===== config.mk =====
export PLATFORM = sky130hd
export DESIGN_NAME = impact_brake_mode_controller_core
export DESIGN_NICKNAME = d
export VERILOG_FILES = /design/src/hw/rtl/ibmc_pkg.sv /design/src/hw/rtl/impact_brake_mode_controller_core.sv
export SDC_FILE = /design/constraint.sdc
export NUM_CORES = 2
export LEC_CHECK = 0
export BUFFER_PORTS_ARGS = -buffer_cell sky130_fd_sc_hd__buf_2
export CAP_MARGIN = 20
export CORE_AREA = 2 2 479 243
export CTS_BUF_LIST = sky130_fd_sc_hd__clkbuf_4 sky130_fd_sc_hd__clkbuf_8 sky130_fd_sc_hd__clkbuf_16
export CTS_CLUSTER_DIAMETER = 60
export CTS_CLUSTER_SIZE = 10
export DETAILED_ROUTE_END_ITERATION = 10
export DIE_AREA = 0 0 481 245
export PLACE_DENSITY = 0.57
export SYNTH_ARGS = -nofsm -noshare
export SYNTH_HDL_FRONTEND = slang
export SYNTH_SLANG_ARGS = --single-unit

===== constraint.sdc =====
create_clock -name clk -period 12.05 [get_ports clk]
set_clock_uncertainty 0.2 [all_clocks]
set_input_delay 2.41 -clock clk [delete_from_list [all_inputs] [get_ports clk]]
set_output_delay 2.41 -clock clk [all_outputs]
set_load 0.01 [all_outputs]

===== src/hw/rtl/ibmc_pkg.sv =====
`timescale 1ns / 1ps

package ibmc_pkg;

    localparam int WINDOW_DEFAULT = 8;
    localparam int MAG_W          = 16;
    localparam int CFG_IDX_W      = 2;
    localparam int CFG_DATA_W     = 16;

    // item kinds
    localparam logic [1:0] KIND_SAMPLE  = 2'd0;
    localparam logic [1:0] KIND_COMMAND = 2'd1;
    localparam logic [1:0] KIND_TICK    = 2'd2;

    // app commands
    localparam logic [2:0] CMD_LEFT_ON   = 3'd0;
    localparam logic [2:0] CMD_LEFT_OFF  = 3'd1;
    localparam logic [2:0] CMD_RIGHT_ON  = 3'd2;
    localparam logic [2:0] CMD_RIGHT_OFF = 3'd3;
    localparam logic [2:0] CMD_FALSE_ALM = 3'd4;
    localparam logic [2:0] CMD_PARTY     = 3'd5;
    localparam logic [2:0] CMD_NORMAL    = 3'd6;

    // helmet states
    localparam logic [2:0] HS_NORMAL  = 3'd0;
    localparam logic [2:0] HS_BRAKING = 3'd1;
    localparam logic [2:0] HS_LEFT    = 3'd2;
    localparam logic [2:0] HS_RIGHT   = 3'd3;
    localparam logic [2:0] HS_CRASH   = 3'd4;
    localparam logic [2:0] HS_PARTY   = 3'd5;

    // configuration register indexes
    localparam logic [CFG_IDX_W-1:0] REG_CRASH_THR  = 2'd0;
    localparam logic [CFG_IDX_W-1:0] REG_BRAKE_THR  = 2'd1;
    localparam logic [CFG_IDX_W-1:0] REG_BRAKE_HOLD = 2'd2;
    localparam logic [CFG_IDX_W-1:0] REG_CRASH_CONF = 2'd3;

    localparam logic [CFG_DATA_W-1:0] CRASH_THR_RST  = 16'd16384;
    localparam logic [CFG_DATA_W-1:0] BRAKE_THR_RST  = 16'd2048;
    localparam logic [CFG_DATA_W-1:0] BRAKE_HOLD_RST = 16'd2000;
    localparam logic [CFG_DATA_W-1:0] CRASH_CONF_RST = 16'd30000;

    typedef struct packed {
        logic [1:0]         mode;
        logic signed [15:0] accel_x;
        logic signed [15:0] accel_y;
        logic signed [15:0] accel_z;
        logic [2:0]         command;
    } in_item_t;

    typedef struct packed {
        logic [2:0]       helmet_state;
        logic [MAG_W-1:0] magnitude;
        logic [MAG_W-1:0] average;
        logic             crash_event;
        logic             brake_seen;
        logic             crash_confirmed;
    } out_item_t;

endpackage


===== src/hw/rtl/impact_brake_mode_controller_core.sv =====
`timescale 1ns / 1ps

// Channel   Direction  Handshake              Payload
// in        input      in_valid / in_ready    in_item   (in_item_t)
// out       output     out_valid / out_ready  out_item  (out_item_t)
// cfg       input      cfg_we                 cfg_index, cfg_data
//
// A sample is squared and summed over its three axes on one multiplier, then takes 16
// root steps on one subtractor, the window update, one reciprocal multiply for the
// average from the sample that fills the window on, the result load and a return to idle.
// Commands, ticks and unknown kinds go from accept straight to the result load.
// rst_n clears mode, timers and window bookkeeping and loads the threshold defaults;
// the window store is not cleared. in_ready is low from accept until the result is
// loaded into the output register, and the result waits there while out_ready is low.

module impact_brake_mode_controller_core
    import ibmc_pkg::*;
#(
    parameter int WINDOW = WINDOW_DEFAULT
) (
    input  logic                  clk,
    input  logic                  rst_n,
    input  logic                  in_valid,
    output logic                  in_ready,
    input  in_item_t              in_item,
    output logic                  out_valid,
    input  logic                  out_ready,
    output out_item_t             out_item,
    input  logic                  cfg_we,
    input  logic [CFG_IDX_W-1:0]  cfg_index,
    input  logic [CFG_DATA_W-1:0] cfg_data
);

    localparam int PTR_W  = $clog2(WINDOW);
    localparam int FILL_W = $clog2(WINDOW + 1);
    localparam int SUM_W  = MAG_W + PTR_W;
    localparam int CNT_W  = 4;

    // floor(sum / WINDOW) as (sum * ceil(2^DIV_SHIFT / WINDOW)) >> DIV_SHIFT,
    // exact for every SUM_W-bit sum
    localparam int DIV_SHIFT = SUM_W + PTR_W;
    localparam int RECIP_W   = SUM_W + 1;
    localparam int PROD_W    = 2 * SUM_W;
    localparam logic [RECIP_W-1:0] RECIP =
        RECIP_W'(((64'd1 << DIV_SHIFT) + 64'(WINDOW - 1)) / 64'(WINDOW));

    typedef enum logic [2:0] {
        S_IDLE,
        S_MUL,
        S_SQRT,
        S_WIN,
        S_DIV,
        S_UPDATE
    } state_t;

    state_t                state_reg, state_next;
    logic [CNT_W-1:0]      cnt_reg, cnt_next;
    in_item_t              item_reg, item_next;
    logic [31:0]           prod_reg, prod_next;
    logic [31:0]           rem_reg, rem_next;
    logic [31:0]           root_reg, root_next;
    logic [MAG_W-1:0]      mag_reg, mag_next;
    logic [MAG_W-1:0]      avg_reg, avg_next;
    logic [SUM_W-1:0]      sum_reg, sum_next;
    logic [FILL_W-1:0]     fill_reg, fill_next;
    logic [PTR_W-1:0]      ptr_reg, ptr_next;
    logic [2:0]            mode_reg, mode_next;
    logic [15:0]           brake_el_reg, brake_el_next;
    logic [15:0]           crash_el_reg, crash_el_next;
    logic [CFG_DATA_W-1:0] crash_thr_reg, crash_thr_next;
    logic [CFG_DATA_W-1:0] brake_thr_reg, brake_thr_next;
    logic [CFG_DATA_W-1:0] brake_hold_reg, brake_hold_next;
    logic [CFG_DATA_W-1:0] crash_conf_reg, crash_conf_next;
    logic                  out_valid_reg, out_valid_next;
    out_item_t             out_item_reg, out_item_next;

    // window store
    logic [MAG_W-1:0]      win_mem [WINDOW];
    logic [MAG_W-1:0]      old_mag_reg;
    logic                  mem_we;

    // compare / subtract for the root steps
    logic [31:0]           sub_a, sub_b;
    logic [32:0]           sub_diff;
    logic                  sub_ge;
    logic [31:0]           sqrt_bit;

    logic signed [15:0]    sq_op;
    logic signed [31:0]    sq_prod;

    logic                  win_full;
    logic [SUM_W-1:0]      win_sum;
    logic [PROD_W-1:0]     div_prod;

    // result of the item-specific update
    logic                  upd_crash, upd_brake, upd_empty;
    logic                  upd_crash_ev, upd_conf;
    logic [17:0]           ax_sum;
    logic [2:0]            mode_a, mode_f;
    logic [15:0]           brake_el_a, crash_el_a;
    logic                  is_sample;

    assign in_ready  = (state_reg == S_IDLE);
    assign out_valid = out_valid_reg;
    assign out_item  = out_item_reg;

    assign sqrt_bit = 32'd1 << {cnt_reg[3:0], 1'b0};

    always_comb
    begin
        sub_a = '0;
        sub_b = '0;
        case (state_reg)
            S_SQRT:
            begin
                sub_a = rem_reg;
                sub_b = root_reg + sqrt_bit;
            end
            default: ;
        endcase
    end

    assign sub_diff = {1'b0, sub_a} - {1'b0, sub_b};
    assign sub_ge   = ~sub_diff[32];

    always_comb
    begin
        case (cnt_reg[1:0])
            2'd0:    sq_op = item_reg.accel_x;
            2'd1:    sq_op = item_reg.accel_y;
            default: sq_op = item_reg.accel_z;
        endcase
    end

    assign sq_prod = sq_op * sq_op;

    assign win_full = (fill_reg == FILL_W'(WINDOW));
    assign win_sum  = win_full ? sum_reg - SUM_W'(old_mag_reg) + SUM_W'(root_reg[15:0])
                               : sum_reg + SUM_W'(root_reg[15:0]);

    assign div_prod = PROD_W'(root_reg[SUM_W-1:0]) * PROD_W'(RECIP);

    // mode update for the item held in item_reg
    assign is_sample = (item_reg.mode == KIND_SAMPLE);
    assign upd_crash = (mag_reg > crash_thr_reg);
    // forward axis below -brake_threshold
    assign ax_sum    = {{2{item_reg.accel_x[15]}}, item_reg.accel_x} + {2'b00, brake_thr_reg};
    assign upd_brake = is_sample && !upd_crash && (avg_reg > brake_thr_reg)
                       && (avg_reg < crash_thr_reg) && ax_sum[17];

    always_comb
    begin
        mode_a       = mode_reg;
        brake_el_a   = brake_el_reg;
        crash_el_a   = crash_el_reg;
        upd_crash_ev = 1'b0;
        upd_empty    = 1'b0;
        case (item_reg.mode)
            KIND_SAMPLE:
            begin
                if (upd_crash && mode_reg != HS_CRASH)
                begin
                    mode_a       = HS_CRASH;
                    crash_el_a   = '0;
                    upd_crash_ev = 1'b1;
                    upd_empty    = 1'b1;
                end
                if (upd_brake && mode_a != HS_CRASH && mode_a != HS_LEFT
                    && mode_a != HS_RIGHT && mode_a != HS_BRAKING)
                begin
                    mode_a     = HS_BRAKING;
                    brake_el_a = '0;
                end
            end
            KIND_COMMAND:
            begin
                case (item_reg.command)
                    CMD_LEFT_ON:   if (mode_reg != HS_CRASH) mode_a = HS_LEFT;
                    CMD_LEFT_OFF:  if (mode_reg == HS_LEFT) mode_a = HS_NORMAL;
                    CMD_RIGHT_ON:  if (mode_reg != HS_CRASH) mode_a = HS_RIGHT;
                    CMD_RIGHT_OFF: if (mode_reg == HS_RIGHT) mode_a = HS_NORMAL;
                    CMD_FALSE_ALM: if (mode_reg == HS_CRASH) mode_a = HS_NORMAL;
                    CMD_PARTY:     if (mode_reg != HS_CRASH) mode_a = HS_PARTY;
                    CMD_NORMAL:    if (mode_reg != HS_CRASH) mode_a = HS_NORMAL;
                    default: ;
                endcase
            end
            KIND_TICK:
            begin
                if (mode_reg == HS_BRAKING && brake_el_reg != 16'hFFFF)
                    brake_el_a = brake_el_reg + 16'd1;
                if (mode_reg == HS_CRASH && crash_el_reg != 16'hFFFF)
                    crash_el_a = crash_el_reg + 16'd1;
            end
            default: ;
        endcase
        mode_f = mode_a;
        if (mode_a == HS_BRAKING && brake_el_a >= brake_hold_reg)
            mode_f = HS_NORMAL;
        upd_conf = (mode_f == HS_CRASH) && (crash_el_a >= crash_conf_reg);
    end

    always_comb
    begin
        state_next      = state_reg;
        cnt_next        = cnt_reg;
        item_next       = item_reg;
        prod_next       = prod_reg;
        rem_next        = rem_reg;
        root_next       = root_reg;
        mag_next        = mag_reg;
        avg_next        = avg_reg;
        sum_next        = sum_reg;
        fill_next       = fill_reg;
        ptr_next        = ptr_reg;
        mode_next       = mode_reg;
        brake_el_next   = brake_el_reg;
        crash_el_next   = crash_el_reg;
        crash_thr_next  = crash_thr_reg;
        brake_thr_next  = brake_thr_reg;
        brake_hold_next = brake_hold_reg;
        crash_conf_next = crash_conf_reg;
        out_valid_next  = out_valid_reg;
        out_item_next   = out_item_reg;
        mem_we          = 1'b0;

        if (cfg_we)
        begin
            unique case (cfg_index)
                REG_CRASH_THR:  crash_thr_next  = cfg_data;
                REG_BRAKE_THR:  brake_thr_next  = cfg_data;
                REG_BRAKE_HOLD: brake_hold_next = cfg_data;
                REG_CRASH_CONF: crash_conf_next = cfg_data;
                default: ;
            endcase
        end

        if (out_valid_reg && out_ready)
            out_valid_next = 1'b0;

        unique case (state_reg)
            S_IDLE:
            begin
                if (in_valid)
                begin
                    item_next = in_item;
                    cnt_next  = '0;
                    rem_next  = '0;
                    state_next = (in_item.mode == KIND_SAMPLE) ? S_MUL : S_UPDATE;
                end
            end
            S_MUL:
            begin
                // square one axis per cycle, accumulate the previous square
                prod_next = 32'(sq_prod);
                if (cnt_reg != '0)
                    rem_next = rem_reg + prod_reg;
                if (cnt_reg == CNT_W'(3))
                begin
                    cnt_next   = CNT_W'(15);
                    root_next  = '0;
                    state_next = S_SQRT;
                end
                else
                begin
                    cnt_next = cnt_reg + CNT_W'(1);
                end
            end
            S_SQRT:
            begin
                if (sub_ge)
                begin
                    rem_next  = sub_diff[31:0];
                    root_next = (root_reg >> 1) + sqrt_bit;
                end
                else
                begin
                    root_next = root_reg >> 1;
                end
                if (cnt_reg == '0)
                    state_next = S_WIN;
                else
                    cnt_next = cnt_reg - CNT_W'(1);
            end
            S_WIN:
            begin
                mag_next = root_reg[15:0];
                mem_we   = 1'b1;
                sum_next = win_sum;
                if (!win_full)
                    fill_next = fill_reg + FILL_W'(1);
                ptr_next = (ptr_reg == PTR_W'(WINDOW - 1)) ? '0 : ptr_reg + PTR_W'(1);
                if (win_full || fill_reg == FILL_W'(WINDOW - 1))
                begin
                    // window sum goes to the reciprocal multiply next cycle
                    root_next  = 32'(win_sum);
                    state_next = S_DIV;
                end
                else
                begin
                    avg_next   = root_reg[15:0];
                    state_next = S_UPDATE;
                end
            end
            S_DIV:
            begin
                avg_next   = div_prod[DIV_SHIFT +: MAG_W];
                state_next = S_UPDATE;
            end
            S_UPDATE:
            begin
                if (!out_valid_reg || out_ready)
                begin
                    mode_next     = mode_f;
                    brake_el_next = brake_el_a;
                    crash_el_next = crash_el_a;
                    if (upd_empty)
                    begin
                        sum_next  = '0;
                        fill_next = '0;
                        ptr_next  = '0;
                    end
                    out_valid_next                = 1'b1;
                    out_item_next.helmet_state    = mode_f;
                    out_item_next.magnitude       = is_sample ? mag_reg : '0;
                    out_item_next.average         = is_sample ? avg_reg : '0;
                    out_item_next.crash_event     = upd_crash_ev;
                    out_item_next.brake_seen      = upd_brake;
                    out_item_next.crash_confirmed = upd_conf;
                    state_next                    = S_IDLE;
                end
            end
            default: state_next = S_IDLE;
        endcase
    end

    always_ff @(posedge clk or negedge rst_n)
    begin
        if (!rst_n)
        begin
            state_reg      <= S_IDLE;
            cnt_reg        <= '0;
            sum_reg        <= '0;
            fill_reg       <= '0;
            ptr_reg        <= '0;
            mode_reg       <= HS_NORMAL;
            brake_el_reg   <= '0;
            crash_el_reg   <= '0;
            crash_thr_reg  <= CRASH_THR_RST;
            brake_thr_reg  <= BRAKE_THR_RST;
            brake_hold_reg <= BRAKE_HOLD_RST;
            crash_conf_reg <= CRASH_CONF_RST;
            out_valid_reg  <= 1'b0;
        end
        else
        begin
            state_reg      <= state_next;
            cnt_reg        <= cnt_next;
            sum_reg        <= sum_next;
            fill_reg       <= fill_next;
            ptr_reg        <= ptr_next;
            mode_reg       <= mode_next;
            brake_el_reg   <= brake_el_next;
            crash_el_reg   <= crash_el_next;
            crash_thr_reg  <= crash_thr_next;
            brake_thr_reg  <= brake_thr_next;
            brake_hold_reg <= brake_hold_next;
            crash_conf_reg <= crash_conf_next;
            out_valid_reg  <= out_valid_next;
        end
    end

    always_ff @(posedge clk)
    begin
        item_reg     <= item_next;
        prod_reg     <= prod_next;
        rem_reg      <= rem_next;
        root_reg     <= root_next;
        mag_reg      <= mag_next;
        avg_reg      <= avg_next;
        out_item_reg <= out_item_next;
    end

    always_ff @(posedge clk)
    begin
        if (mem_we)
            win_mem[ptr_reg] <= root_reg[15:0];
        old_mag_reg <= win_mem[ptr_reg];
    end

`ifndef NO_ASSERTIONS
    a_fill_bound: assert property (@(posedge clk) disable iff (!rst_n)
        fill_reg <= FILL_W'(WINDOW))
        else $error("window fill count beyond window size");

    a_ptr_bound: assert property (@(posedge clk) disable iff (!rst_n)
        ptr_reg <= PTR_W'(WINDOW - 1))
        else $error("window pointer beyond window size");

    a_crash_ev_state: assert property (@(posedge clk) disable iff (!rst_n)
        out_valid_reg && out_item_reg.crash_event |-> out_item_reg.helmet_state == HS_CRASH)
        else $error("crash event without crash alert state");

    a_confirm_state: assert property (@(posedge clk) disable iff (!rst_n)
        out_valid_reg && out_item_reg.crash_confirmed
            |-> out_item_reg.helmet_state == HS_CRASH)
        else $error("crash confirmed outside crash alert");

    a_busy_after_accept: assert property (@(posedge clk) disable iff (!rst_n)
        in_valid && in_ready |=> !in_ready)
        else $error("new item taken while one is in work");
`endif

endmodule

==> insert_results.sql <==
INSERT INTO impl_metrics (metric_group, metric, value, unit) VALUES
('clock_network', 'cts_tree', 'done', ''),
('detailed_routing', 'ant_nets', '0', ''),
('detailed_routing', 'detailroute.via_count', '27800', ''),
('cells_and_area', 'final_cell_count_no_fill', '5345', ''),
('timing', 'worst_case_headroom_to_the_max_slew_limit', '0.237', ''),
('clock_network', 'clkLatencyLatePin', '0.67', 'ns'),
('timing', 'slew_viol_final', '0', ''),
('worst_setup_path', 'cp_data_arrival_time', '10.27', 'ns'),
('yosys', 'yosys_warnings', '0', ''),
('cells_and_area', 'synthToLayoutAreaGrowth', '12.0', '%'),
('yosys', 'synth_seq_cells', '495', ''),
('yosys', 'seq_area_frac_synth', '0.376', ''),
('detailed_routing', 'post_drt_wl_per_cell', '20.8', 'µm'),
('timing', 'setup_total_negative_slack', '0', 'ns'),
('cells_and_area', 'n_fill_cell', '11400', ''),
('yosys', 'async_reset_ff_frac', '0.269', ''),
('global_routing', 'largest_net_degree_at_the_start_of_global_routing', '73', ''),
('worst_setup_path', 'cp-end-kind', 'flop', ''),
('yosys', 'post_synth_instance_area', '37400', 'µm²'),
('yosys', 'synth_top_cells_by_area', 'sky130_fd_sc_hd__edfxtp_1, sky130_fd_sc_hd__fa_1, sky130_fd_sc_hd__ha_1', ''),
('timing', 'timing.hold.ws', '0.270', 'ns'),
('cells_and_area', 'flip_flop_count_of_the_largest_register_after_layout', '128', ''),
('yosys', 'synthFlopType', 'sky130_fd_sc_hd__edfxtp_1', ''),
('timing', 'period_needed', '10.06', 'ns'),
('clock_network', 'htree_levels', '2', ''),
('place', 'rd_place_congestion', '0.960', ''),
('timing', 'finalSetupViolCount', '0', ''),
('clock_network', 'cts_buf_count', '58', ''),
('yosys', 'post-synth-top-area-fraction', '0.278', ''),
('timing', 'tightest_slew', '1.14', 'ns'),
('detailed_routing', 'detailedRoute.firstIterationViolations', '2974', ''),
('yosys', 'synth_enable_flop_cells', '346', ''),
('timing', 'fmax', '0.0994', 'GHz'),
('clock_network', 'postCtsSetupBuffers', '0', ''),
('die', 'die_width', '481', 'µm'),
('die', 'std_cell_rows', '88', ''),
('die', 'fp.coreArea', '114000', 'µm²'),
('outcome', 'outcome', 'finished, final reports clean', ''),
('die', 'initial_utilization', '0.327', ''),
('detailed_routing', 'vias_per_cell', '5.20', ''),
('global_routing', 'grt_pass1_vias', '26400', ''),
('global_routing', 'grt_remaining_overflow', '0', ''),
('worst_setup_path', 'path_class', 'reg -> reg', ''),
('clock_network', 'cts_repair_resize_count', '0', ''),
('cells_and_area', 'layout.cells.most_common', 'sky130_fd_sc_hd__inv_1', ''),
('worst_setup_path', 'critPathLaunchType', 'flop', ''),
('die', 'die_h', '245', 'µm'),
('place', 'dpl.hpwl', '85900', 'µm'),
('global_routing', 'antenna_found_initial', '17', ''),
('cells_and_area', 'drive_gt1_frac', '0.0988', ''),
('yosys', 'netlist_instances', '3643', ''),
('timing', 'unrepaired_setup_endpoints_after_global_routing', 'no', ''),
('place', 'io_buffer_count', '115', ''),
('place', 'dp_cells', '5224', ''),
('worst_setup_path', 'critical_path_required', '12.26', 'ns'),
('yosys', 'syn_avg_cell_area', '10.3', 'µm²'),
('global_routing', 'grt_pass1_wl', '168000', 'µm'),
('worst_hold_path', 'holdCritPathClass', 'reg -> reg', ''),
('clock_network', 'cts.root.buffer_cell', 'sky130_fd_sc_hd__clkbuf_16', ''),
('cells_and_area', 'layout.cells.most_common_list', 'sky130_fd_sc_hd__inv_1, sky130_fd_sc_hd__edfxtp_1, sky130_fd_sc_hd__ha_1', ''),
('die', 'floorplan.die_area', '118000', 'µm²'),
('yosys', 'postSynthNetCount', '4296', ''),
('clock_network', 'hold_buffers', '0', ''),
('clock_network', 'clock_sinks', '495', ''),
('yosys', 'netlist-cell-type-count', '80', ''),
('clock_network', 'cts_max_path_buffers', '3', ''),
('die', 'io-pin-count', '116', ''),
('cells_and_area', 'final_nets', '4410', ''),
('clock_network', 'clk_pin_slew', '0.06', 'ns'),
('run', 'timing.max_cap.violations', '0', ''),
('detailed_routing', 'route.final.wire_length', '111000', 'µm'),
('worst_setup_path', 'worst-r2r-setup-slack', '1.99', 'ns'),
('yosys', 'synthDominantAreaCellType', 'sky130_fd_sc_hd__edfxtp_1', ''),
('detailed_routing', 'first_pass_iters', '6', ''),
('detailed_routing', 'drc', '0', ''),
('worst_setup_path', 'cp_max_fo', '21', ''),
('timing', 'final_hold_viol_count', '0', ''),
('timing', 'final.period_utilization', '0.835', ''),
('global_routing', 'groute.usage.overall', '0.187', '');
kinds of logic after synthesis:
group	share of synthesized area
adder cells (fa/ha/maj)	0.245
buffers and inverters	0.0591
multiplexers	0.0188
XOR/XNOR	0.0457
flip-flops	0.376
AND/OR/NAND/NOR	0.116
AO/OA/AOI/OAI	0.140
layer usage:
metal / vias to the layer above / share of wire / global-route usage
met1: 13500 / 0.50 / 0.301
met5: - / 0 / 0
met3: 129 / 0.12 / 0.0687
li1: 12900 / - / -
met4: 0 / 0.017 / 0.0352
met2: 1206 / 0.36 / 0.230
metrics by stage:
| stage | util | setup slack [ns] | cell area, µm² |
|---|---|---|---|
| floorplan | - | 4.11 | 37400 |
| global placement | 0.349 | 2.27 | 39800 |
| detailed placement | 0.349 | 2.11 | 39900 |
| CTS | 0.366 | 2.13 | 41800 |
| global route | 0.367 | 1.53 | 41800 |
| finish | 0.367 | 1.99 | 41800 |
layout make-up:
| cell class | count | area (µm²) | share of cell area |
|---|---|---|---|
| tap | 1530 | 1910 | 0.0457 |
| antenna | 8 | 20.0 | 0.000478 |
| sequential | 495 | 14100 | 0.336 |
| clock buffer | 101 | 1790 | 0.0428 |
| inverter | 474 | 1780 | 0.0425 |
| timing repair buffer | 165 | 982 | 0.0235 |
| clock inverter | 9 | 130 | 0.00311 |
| multi-input combinational | 2563 | 21200 | 0.506 |
cells in the mapped netlist (all sizes together), types with 8 or more instances:
master / number
clkbuf: 100
dfxtp: 16
nor2: 249
o2111ai: 8
dfstp: 15
clkinv: 9
xor2: 75
a21o: 87
o22ai: 34
a21oi: 175
or3: 19
and2: 48
nand3: 48
o211ai: 16
nor3: 33
nand2b: 39
buf: 11
o21ai: 179
fa: 257
edfxtp: 346
a22oi: 70
a211oi: 23
xnor2: 120
mux2: 56
nor2b: 22
nand3b: 9
and3: 61
o21a: 20
a31o: 9
o21bai: 30
dfrtp: 118
nand2: 320
o31ai: 34
a22o: 21
a31oi: 39
ha: 320
nand4: 41
inv: 465
critical path, stage by stage, from the launching register on:
cell and delay (ns):
sky130_fd_sc_hd__dfrtp_1 0.41, sky130_fd_sc_hd__inv_1 0.18, sky130_fd_sc_hd__ha_1 0.75, sky130_fd_sc_hd__nor2_1 0.20, sky130_fd_sc_hd__buf_4 0.25, sky130_fd_sc_hd__a21oi_1 0.80, sky130_fd_sc_hd__clkinv_1 0.81, sky130_fd_sc_hd__nand2_1 0.30
sky130_fd_sc_hd__fa_1 0.49, sky130_fd_sc_hd__fa_1 0.56, sky130_fd_sc_hd__inv_1 0.05, sky130_fd_sc_hd__fa_1 0.46, sky130_fd_sc_hd__fa_1 0.49, sky130_fd_sc_hd__inv_1 0.05, sky130_fd_sc_hd__fa_1 0.53, sky130_fd_sc_hd__inv_1 0.05
sky130_fd_sc_hd__fa_1 0.47, sky130_fd_sc_hd__ha_1 0.39, sky130_fd_sc_hd__a21oi_1 0.36, sky130_fd_sc_hd__nand2_1 0.16, sky130_fd_sc_hd__nor2_1 0.15, sky130_fd_sc_hd__a21oi_1 0.16, sky130_fd_sc_hd__o41a_1 0.47, sky130_fd_sc_hd__a41o_1 0.29
sky130_fd_sc_hd__o41ai_1 0.42, sky130_fd_sc_hd__o21bai_1 0.11, sky130_fd_sc_hd__a21oi_1 0.19, sky130_fd_sc_hd__xnor2_1 0.08
path summary, 6_finish.rpt:
path | start | to | cells past startpoint
max | cnt_reg[0] | prod_reg[31] | 27
min | win_mem[7][13] | old_mag_reg[13] | 2
max reg2reg | cnt_reg[0] | prod_reg[31] | 27
min reg2reg | win_mem[7][13] | old_mag_reg[13] | 2
max in group asynchronous | rst_n | cnt_reg[1] | 2
min in group asynchronous | rst_n | mode_reg[0] | 1
Power is left out: the tool's default activity adds up to more than one toggle a clock period on the data nets, which glitch-free logic cannot reach.
